===== src/rtl/ucs_pkg.sv =====
package ucs_pkg;

    // Widths fixed by the character format.
    localparam int unsigned CharBytes = 6;
    localparam int unsigned CharWidth = 8 * CharBytes;

    // Lead-byte classification masks and patterns.
    localparam logic [7:0] MaskTop1  = 8'h80;
    localparam logic [7:0] MaskTop2  = 8'hC0;
    localparam logic [7:0] MaskTop3  = 8'hE0;
    localparam logic [7:0] MaskTop4  = 8'hF0;
    localparam logic [7:0] MaskTop5  = 8'hF8;
    localparam logic [7:0] MaskTop6  = 8'hFC;
    localparam logic [7:0] MaskTop7  = 8'hFE;
    localparam logic [7:0] PatCont   = 8'h80;
    localparam logic [7:0] PatLead2  = 8'hC0;
    localparam logic [7:0] PatLead3  = 8'hE0;
    localparam logic [7:0] PatLead4  = 8'hF0;
    localparam logic [7:0] PatLead5  = 8'hF8;
    localparam logic [7:0] PatLead6  = 8'hFC;

    typedef enum logic [1:0] {
        ST_OK       = 2'd0,
        ST_BAD_LEAD = 2'd1,
        ST_BAD_CONT = 2'd2,
        ST_TRUNC    = 2'd3
    } t_status;

    typedef struct packed {
        logic [7:0] data_byte;
        logic       end_of_text;
    } t_in_item;

    typedef struct packed {
        logic [CharWidth-1:0] char_bytes;
        logic [2:0]           char_length;
        t_status              status;
        logic                 matches_target;
        logic                 string_done;
        logic                 string_contains;
        logic                 last_of_run;
    } t_out_item;

    // One classified input item: an optional broken-character report
    // followed by an optional main result.
    typedef struct packed {
        logic                 brk;
        logic                 has_main;
        t_status              status;
        logic [CharWidth-1:0] char_bytes;
        logic [2:0]           char_length;
        logic                 eot;
    } t_job;

    // Character length announced by a lead byte, zero for a bad lead.
    function automatic logic [2:0] lead_length(input logic [7:0] b);
        logic [2:0] len;
        priority if ((b & MaskTop1) == 8'h00)     len = 3'd1;
        else if ((b & MaskTop3) == PatLead2)      len = 3'd2;
        else if ((b & MaskTop4) == PatLead3)      len = 3'd3;
        else if ((b & MaskTop5) == PatLead4)      len = 3'd4;
        else if ((b & MaskTop6) == PatLead5)      len = 3'd5;
        else if ((b & MaskTop7) == PatLead6)      len = 3'd6;
        else                                      len = 3'd0;
        return len;
    endfunction

    function automatic logic is_cont(input logic [7:0] b);
        return (b & MaskTop2) == PatCont;
    endfunction

endpackage


===== src/rtl/ucs_front.sv =====
module ucs_front (
    input  logic              i_clk,
    input  logic              i_rst_n,
    input  logic              i_accept,
    input  ucs_pkg::t_in_item i_item,
    output logic              o_job_valid,
    output ucs_pkg::t_job     o_job
);
    import ucs_pkg::*;

    logic [CharWidth-1:0] r_gath, n_gath;
    logic [2:0]           r_cnt, n_cnt;
    logic [2:0]           r_need, n_need;

    logic [7:0]           b;
    logic                 eot;
    logic                 in_char;
    logic [2:0]           lead_len;
    logic [CharWidth-1:0] app_gath;
    logic [2:0]           app_need;

    assign b        = i_item.data_byte;
    assign eot      = i_item.end_of_text;
    assign in_char  = (r_need != 3'd0) && (r_cnt >= 3'd1) && (r_cnt <= 3'd5);
    assign lead_len = lead_length(b);
    assign app_need = r_need - 3'd1;

    // Continuation byte dropped into the next free byte lane.
    always_comb begin
        app_gath = r_gath;
        for (int i = 0; i < CharBytes; i++) begin
            if (r_cnt == 3'(i)) begin
                app_gath[8*i +: 8] = b;
            end
        end
    end

    // Classify the byte and work out the next gathering state.
    always_comb begin
        o_job             = '0;
        o_job.status      = ST_OK;
        o_job.eot         = eot;
        n_gath            = '0;
        n_cnt             = 3'd0;
        n_need            = 3'd0;
        if (in_char && is_cont(b)) begin
            if (app_need == 3'd0) begin
                o_job.has_main    = 1'b1;
                o_job.char_bytes  = app_gath;
                o_job.char_length = r_cnt + 3'd1;
            end else if (eot) begin
                o_job.has_main = 1'b1;
                o_job.status   = ST_TRUNC;
            end else begin
                n_gath = app_gath;
                n_cnt  = r_cnt + 3'd1;
                n_need = app_need;
            end
        end else begin
            // A lead byte, possibly after an unfinished character.
            o_job.brk = in_char;
            if (lead_len == 3'd0) begin
                o_job.has_main = 1'b1;
                o_job.status   = ST_BAD_LEAD;
            end else if (lead_len == 3'd1) begin
                o_job.has_main    = 1'b1;
                o_job.char_bytes  = {{(CharWidth-8){1'b0}}, b};
                o_job.char_length = 3'd1;
            end else if (eot) begin
                o_job.has_main = 1'b1;
                o_job.status   = ST_TRUNC;
            end else begin
                n_gath = {{(CharWidth-8){1'b0}}, b};
                n_cnt  = 3'd1;
                n_need = lead_len - 3'd1;
            end
        end
        o_job_valid = i_accept && (o_job.brk || o_job.has_main);
    end

    // Gathering state advances on every accepted item.
    always_ff @(posedge i_clk) begin
        if (!i_rst_n) begin
            r_gath <= '0;
            r_cnt  <= 3'd0;
            r_need <= 3'd0;
        end else if (i_accept) begin
            r_gath <= n_gath;
            r_cnt  <= n_cnt;
            r_need <= n_need;
        end
    end

    a_cnt_range: assert property (@(posedge i_clk) disable iff (!i_rst_n)
        (r_need != 3'd0) |-> (r_cnt >= 3'd1 && r_cnt <= 3'd5 && r_cnt + r_need <= 3'd6))
        else $error("gathering count out of range");

endmodule


===== src/rtl/ucs_queue.sv =====
module ucs_queue #(
    parameter int unsigned DEPTH = 4
) (
    input  logic          i_clk,
    input  logic          i_rst_n,
    input  logic          i_push,
    input  ucs_pkg::t_job i_data,
    input  logic          i_pop,
    output logic          o_full,
    output logic          o_valid,
    output ucs_pkg::t_job o_data
);
    import ucs_pkg::*;

    localparam int unsigned PW = (DEPTH > 1) ? $clog2(DEPTH) : 1;
    localparam int unsigned CW = $clog2(DEPTH + 1);

    t_job          r_mem [DEPTH];
    logic [PW-1:0] r_wr, r_rd;
    logic [CW-1:0] r_count;
    logic          do_push, do_pop;

    assign o_full  = (r_count == CW'(DEPTH));
    assign o_valid = (r_count != '0);
    assign o_data  = r_mem[r_rd];
    assign do_push = i_push && !o_full;
    assign do_pop  = i_pop && o_valid;

    // Job storage.
    always_ff @(posedge i_clk) begin
        if (do_push) begin
            r_mem[r_wr] <= i_data;
        end
    end

    // Pointers and fill count.
    always_ff @(posedge i_clk) begin
        if (!i_rst_n) begin
            r_wr    <= '0;
            r_rd    <= '0;
            r_count <= '0;
        end else begin
            if (do_push) begin
                r_wr <= (r_wr == PW'(DEPTH - 1)) ? '0 : r_wr + 1'b1;
            end
            if (do_pop) begin
                r_rd <= (r_rd == PW'(DEPTH - 1)) ? '0 : r_rd + 1'b1;
            end
            if (do_push && !do_pop) begin
                r_count <= r_count + 1'b1;
            end else if (do_pop && !do_push) begin
                r_count <= r_count - 1'b1;
            end
        end
    end

    a_no_overflow: assert property (@(posedge i_clk) disable iff (!i_rst_n)
        (o_full && !do_pop) |=> (r_count == CW'(DEPTH)))
        else $error("queue count lost an entry while full");

endmodule


===== src/rtl/ucs_back.sv =====
module ucs_back (
    input  logic                                i_clk,
    input  logic                                i_rst_n,
    input  logic                                i_cfg_valid,
    input  logic [ucs_pkg::CharWidth-1:0]       i_cfg_data,
    input  logic                                i_job_valid,
    input  ucs_pkg::t_job                       i_job,
    output logic                                o_job_pop,
    input  logic                                i_pop,
    output logic                                o_empty,
    output ucs_pkg::t_out_item                  o_out
);
    import ucs_pkg::*;

    logic [CharWidth-1:0] r_target;
    logic                 r_sub;
    logic                 r_fixed, r_value;
    logic                 r_ovalid;
    t_out_item            r_out;

    logic                 emit_brk;
    logic                 last;
    t_status              st;
    logic [CharWidth-1:0] bytes;
    logic [2:0]           len;
    logic                 hit;
    logic                 n_fixed, n_value;
    logic                 done;
    logic                 load;

    // Pick the result the head job owes next and score it.
    always_comb begin
        emit_brk = i_job.brk && !r_sub;
        last     = !emit_brk || !i_job.has_main;
        st       = emit_brk ? ST_BAD_CONT : i_job.status;
        bytes    = emit_brk ? '0 : i_job.char_bytes;
        len      = emit_brk ? 3'd0 : i_job.char_length;
        hit      = (st == ST_OK) && (bytes == r_target);
        n_fixed  = r_fixed || hit || (st != ST_OK);
        n_value  = r_fixed ? r_value : hit;
        done     = last && i_job.eot;
        load     = i_job_valid && (!r_ovalid || i_pop);
    end

    assign o_job_pop = load && last;
    assign o_empty   = !r_ovalid;
    assign o_out     = r_out;

    // Search target register.
    always_ff @(posedge i_clk) begin
        if (!i_rst_n) begin
            r_target <= '0;
        end else if (i_cfg_valid) begin
            r_target <= i_cfg_data;
        end
    end

    // Sequencing and per-string verdict.
    always_ff @(posedge i_clk) begin
        if (!i_rst_n) begin
            r_sub    <= 1'b0;
            r_fixed  <= 1'b0;
            r_value  <= 1'b0;
            r_ovalid <= 1'b0;
        end else if (load) begin
            r_sub    <= !last;
            r_fixed  <= done ? 1'b0 : n_fixed;
            r_value  <= done ? 1'b0 : n_value;
            r_ovalid <= 1'b1;
        end else if (i_pop) begin
            r_ovalid <= 1'b0;
        end
    end

    // Output item register.
    always_ff @(posedge i_clk) begin
        if (load) begin
            r_out.char_bytes      <= bytes;
            r_out.char_length     <= len;
            r_out.status          <= st;
            r_out.matches_target  <= hit;
            r_out.string_done     <= done;
            r_out.string_contains <= done && n_fixed && n_value;
            r_out.last_of_run     <= last;
        end
    end

    a_done_is_last: assert property (@(posedge i_clk) disable iff (!i_rst_n)
        (!o_empty && o_out.string_done) |-> o_out.last_of_run)
        else $error("string end reported before the last item of its byte");

    a_contains_on_done: assert property (@(posedge i_clk) disable iff (!i_rst_n)
        (!o_empty && o_out.string_contains) |-> o_out.string_done)
        else $error("verdict shown on an item that does not end the string");

    a_error_zero: assert property (@(posedge i_clk) disable iff (!i_rst_n)
        (!o_empty && o_out.status != ST_OK) |->
            (o_out.char_length == 3'd0 && !o_out.matches_target))
        else $error("error item carries a character");

    a_verdict_cleared: assert property (@(posedge i_clk) disable iff (!i_rst_n)
        (load && done) |=> (!r_fixed && !r_value && !r_sub))
        else $error("verdict not cleared after string end");

endmodule


===== src/rtl/utf8_char_splitter_search_unit.sv =====
// Groups a byte stream into UTF-8 characters of one to six bytes (old lead-byte
// rules) and flags each one that equals target_char, with a per-string verdict on
// the result that ends a string. One byte is accepted every clock cycle while full
// is low. Each byte yields zero, one or two result items; the result side delivers
// one item per cycle while its output is popped, so the extra item of a byte that
// breaks an unfinished character is absorbed by a QUEUE_DEPTH-entry job queue
// between the classifying front end and the result sequencer. A result passes
// through the job queue and then the output register before it reaches the
// output. Write target_char only while idle.
module utf8_char_splitter_search_unit #(
    parameter int unsigned QUEUE_DEPTH = 4
) (
    input  logic                          i_clk,
    input  logic                          i_rst_n,
    input  logic                          push,
    output logic                          full,
    input  ucs_pkg::t_in_item             i_in,
    output logic                          empty,
    input  logic                          pop,
    output ucs_pkg::t_out_item            o_out,
    input  logic                          i_cfg_valid,
    output logic                          o_cfg_ready,
    input  logic [ucs_pkg::CharWidth-1:0] i_cfg_data
);
    import ucs_pkg::*;

    logic accept;
    logic job_valid;
    t_job job;
    logic q_valid;
    t_job q_job;
    logic q_pop;

    assign accept      = push && !full;
    assign o_cfg_ready = 1'b1;

    ucs_front u_front (
        .i_clk       (i_clk),
        .i_rst_n     (i_rst_n),
        .i_accept    (accept),
        .i_item      (i_in),
        .o_job_valid (job_valid),
        .o_job       (job)
    );

    ucs_queue #(
        .DEPTH (QUEUE_DEPTH)
    ) u_queue (
        .i_clk   (i_clk),
        .i_rst_n (i_rst_n),
        .i_push  (job_valid),
        .i_data  (job),
        .i_pop   (q_pop),
        .o_full  (full),
        .o_valid (q_valid),
        .o_data  (q_job)
    );

    ucs_back u_back (
        .i_clk       (i_clk),
        .i_rst_n     (i_rst_n),
        .i_cfg_valid (i_cfg_valid),
        .i_cfg_data  (i_cfg_data),
        .i_job_valid (q_valid),
        .i_job       (q_job),
        .o_job_pop   (q_pop),
        .i_pop       (pop),
        .o_empty     (empty),
        .o_out       (o_out)
    );

endmodule


===== config.mk =====
export PLATFORM = sky130hd
export DESIGN_NAME = utf8_char_splitter_search_unit
export DESIGN_NICKNAME = d
export VERILOG_FILES = /design/src/rtl/ucs_pkg.sv /design/src/rtl/ucs_front.sv /design/src/rtl/ucs_queue.sv /design/src/rtl/ucs_back.sv /design/src/rtl/utf8_char_splitter_search_unit.sv
export SDC_FILE = /design/constraint.sdc
export NUM_CORES = 1
export LEC_CHECK = 0
export ABC_AREA = 1
export BUFFER_PORTS_ARGS = -buffer_cell sky130_fd_sc_hd__buf_2
export CAP_MARGIN = 20
export CORE_ASPECT_RATIO = 1.25
export CORE_UTILIZATION = 35
export CTS_BUF_LIST = sky130_fd_sc_hd__clkbuf_16
export CTS_CLUSTER_SIZE = 28
export DETAILED_ROUTE_END_ITERATION = 12
export PLACE_DENSITY = 0.59
export RECOVER_POWER = 25
export SYNTH_ARGS = -nofsm -noshare
export SYNTH_HDL_FRONTEND = slang
export SYNTH_SLANG_ARGS = --single-unit

===== constraint.sdc =====
create_clock -name i_clk -period 7.5 [get_ports i_clk]
set_input_delay 1.125 -clock i_clk [delete_from_list [all_inputs] [get_ports i_clk]]
set_output_delay 1.125 -clock i_clk [all_outputs]
set_load 0.01 [all_outputs]

==> flow_summary.yaml <==
global_route:
  antenna_found_initial: 1
  grt_usage_pct: 17.0
  grt_pass1_wl_um: 65800
  grt_pass1_vias: 11713
  grt_max_degree: 89
  grt_overflow_total: 0
floorplan:
  start_util_pct: 35.4
  die_w_um: 200
  chipHeight_um: 249
  core-area_um2: 48200
  io_pins: 122
  die_area_um2: 49700
  row_count: 90
placement:
  placed_cells: 2497
  place.gp.congestion: 0.829
  dp_hpwl_um: 27700
  place_ws_ns: 3.20
  io_buffers: 120
pwr:
  p_leak_nw: 7.57
  peakVddDrop_mv: 0.145
  power.density_nw_per_um2: 351
  total_power_mw: 6.78
sta:
  fmax_ghz: 0.242
  max_slew_margin_pct: -107
  slew_viol_final: 161
  rsz0062_at_grt: "false"
  fin_crit_sh_pct: 55.2
  layout_min_cycle_time_ns: 4.14
  finalHoldViolCount: 0
  skew_ns: 0.0226
  fin_setup_tns_ns: 0
  worst_slack_ns: 3.36
  worst_pin_slew_ns: 3.11
  finalSetupViolCount: 0
cts:
  clkSlewWorstSetupHoldPaths_ns: 0.06
  cts_buffers: 40
  cts_tree: "yes"
  h-tree-depth: 2
  ctsResizeCount: 0
  max-clock-path-buffers: 3
  cts.repair_timing.setup_buffer_count: 0
  clock_sinks: 396
  hold_buffers: 0
  insertion_delay_ns: 0.54
  root_buffer: "clkbuf_16"
setup_path:
  end_kind: "flop"
  cp_max_fo: 59
  worstSetupPathType: "input port to flop"
  crit_start: "pop"
  crit_path_end: "u_back.r_value"
  r2r_slack_ns: 3.58
  worstReg2RegEnd: "u_back.r_value"
  timing.rr.start: "u_queue.r_count[0]"
  cp.required_ns: 7.95
  r2r_cells: 7
  cp-start-kind: "input port"
  cp_data_arrival_time_ns: 4.59
route:
  met1_length_um: 19500
  first_pass_iters: 5
  wirelength_um: 42100
  drtIter0Drc: 800
  drc: 0
  vias_per_cell: 4.84
  top_layer: "met4"
  post_drt_wl_per_cell_um: 16.4
  wl_met3_um: 2150
  met2WireLength_um: 19500
  antenna_left: 0
  vias: 12422
hold_path:
  hold_class: "flop to flop"
run:
  max_cap_viol_count: 3
cells_and_area:
  post-route-util_pct: 40.1
  diodes: 0
  drive_gt1_share_pct: 7.90
  layout_common_cells: "nand2_1, nor2_1, edfxtp_1"
  area_growth_pct: 13.2
  nNetsFinal: 1975
  final_common_cell: "nand2_1"
  instances_no_fill: 2568
yosys:
  synth_seq_area_share_pct: 62.9
  synth_top_area_cell: "edfxtp_1"
  synthTopCellsByArea: "edfxtp_1, dfxtp_1, nand2_1, o21ai_0, nor2_1"
  yosysTopAreaCellShare_pct: 49.4
  syn-cell-area_um2: 17100
  synthFlopType: "edfxtp_1"
  synthCells: 1816
  ys_async_sr_fraction_pct: 0
  avgSynthCellArea_um2: 9.40
  synth_nets: 1896
  ys.warnings.count: 0
  netlist-cell-type-count: 38
  synth-edff-count: 281
  ys_ff_latch: 396
outcome:
  status: "finished, violations left"
  violations: "capacitance limit, slew limit"
-- routing by layer --
layer | global-route usage [%] | vias to the layer above
met3 | 2.13 | 55
met5 | 0 | -
met1 | 24.1 | 5848
met2 | 27.2 | 310
li1 | - | 6209
met4 | 5.04 | 0
-- flip-flops by register name (all words and copies together) (netlist names), named ones only --
name / count
u_back.r_value: 1
u_front.r_cnt: 3
u_back.r_ovalid: 1
u_queue.r_rd: 2
u_queue.r_mem: 224
u_front.r_need: 3
u_queue.r_count: 3
u_back.r_sub: 1
u_front.r_gath: 48
u_back.r_target: 48
u_queue.r_wr: 2
u_back.r_fixed: 1
u_back.o_out: 57
-- per-stage QoR --
stage | hold WS [ns] | area [um2]
2_1_floorplan | 0.431 | 17100
3_3_place_gp | 0.443 | 18200
3_5_place_dp | 0.449 | 18200
4_1_cts | 0.462 | 19400
5_1_grt | 0.476 | 19300
6_report | 0.459 | 19300
-- report_power, final --
| group | internal [mW] | switching (mW) | leakage (nW) |
|---|---|---|---|
| Sequential | 2.82 | 0.139 | 3.74 |
| Combinational | 0.535 | 1.42 | 3.20 |
| Clock | 1.05 | 0.815 | 0.634 |
| Total | 4.41 | 2.38 | 7.57 |
-- synthesized netlist by cell type, drive strengths merged (2+ instances only) --
library cell and instances:
a211oi 11, a21oi 93, a31oi 2, buf 37, clkbuf 64, clkinv 2
dfxtp 115, edfxtp 281, ha 17, inv 131, nand2 364, nand3 37
nand3b 21, nor2 334, nor3 3, nor4 2, o211a 2, o21ai 276
o22ai 8, or2 3, xor2 4
-- cell type report --
class                           count  area, um2
Inverter                          133        499
Clock buffer                       42       1050
Multi-Input combinational cell   1186       5410
Tap cell                          644        806
Timing Repair Buffer              138        654
Sequential cell                   396      10700
Fill cell                        4770      28900
Clock inverter                     29        166
-- worst max-delay path, cell delays in order --
cell and delay (ns):
buf_2 0.08, nor2_1 0.07, a31oi_4 0.16, clkbuf_1 2.19
inv_1 0.44, nor2_1 0.28, nand3_1 0.10, a21oi_1 0.13
-- cell families after synthesis --
logic type | Yosys count | share of synthesized area, %
simple gates | 766 | 17.7
compound gates | 396 | 12.0
flops | 396 | 62.9
buf+inv | 234 | 5.72
fa+ha+maj | 18 | 1.36
xor+xnor | 5 | 0.256
other cells | 1 | 0.0220
-- worst min-delay path by stage --
stage                       startpoint                  to  slack, ns  depth (start not counted)
floorplan           u_front.r_gath[24]  u_front.r_gath[24]       0.43                          2
global placement    u_front.r_gath[30]  u_front.r_gath[30]       0.44                          2
detailed placement  u_front.r_gath[31]  u_front.r_gath[31]       0.45                          2
CTS                 u_front.r_gath[27]  u_front.r_gath[27]       0.46                          2
global route        u_front.r_gath[31]  u_front.r_gath[31]       0.48                          2
finish              u_front.r_gath[31]  u_front.r_gath[31]       0.46                          2
No activity file was read; power rests on OpenSTA's default activity.
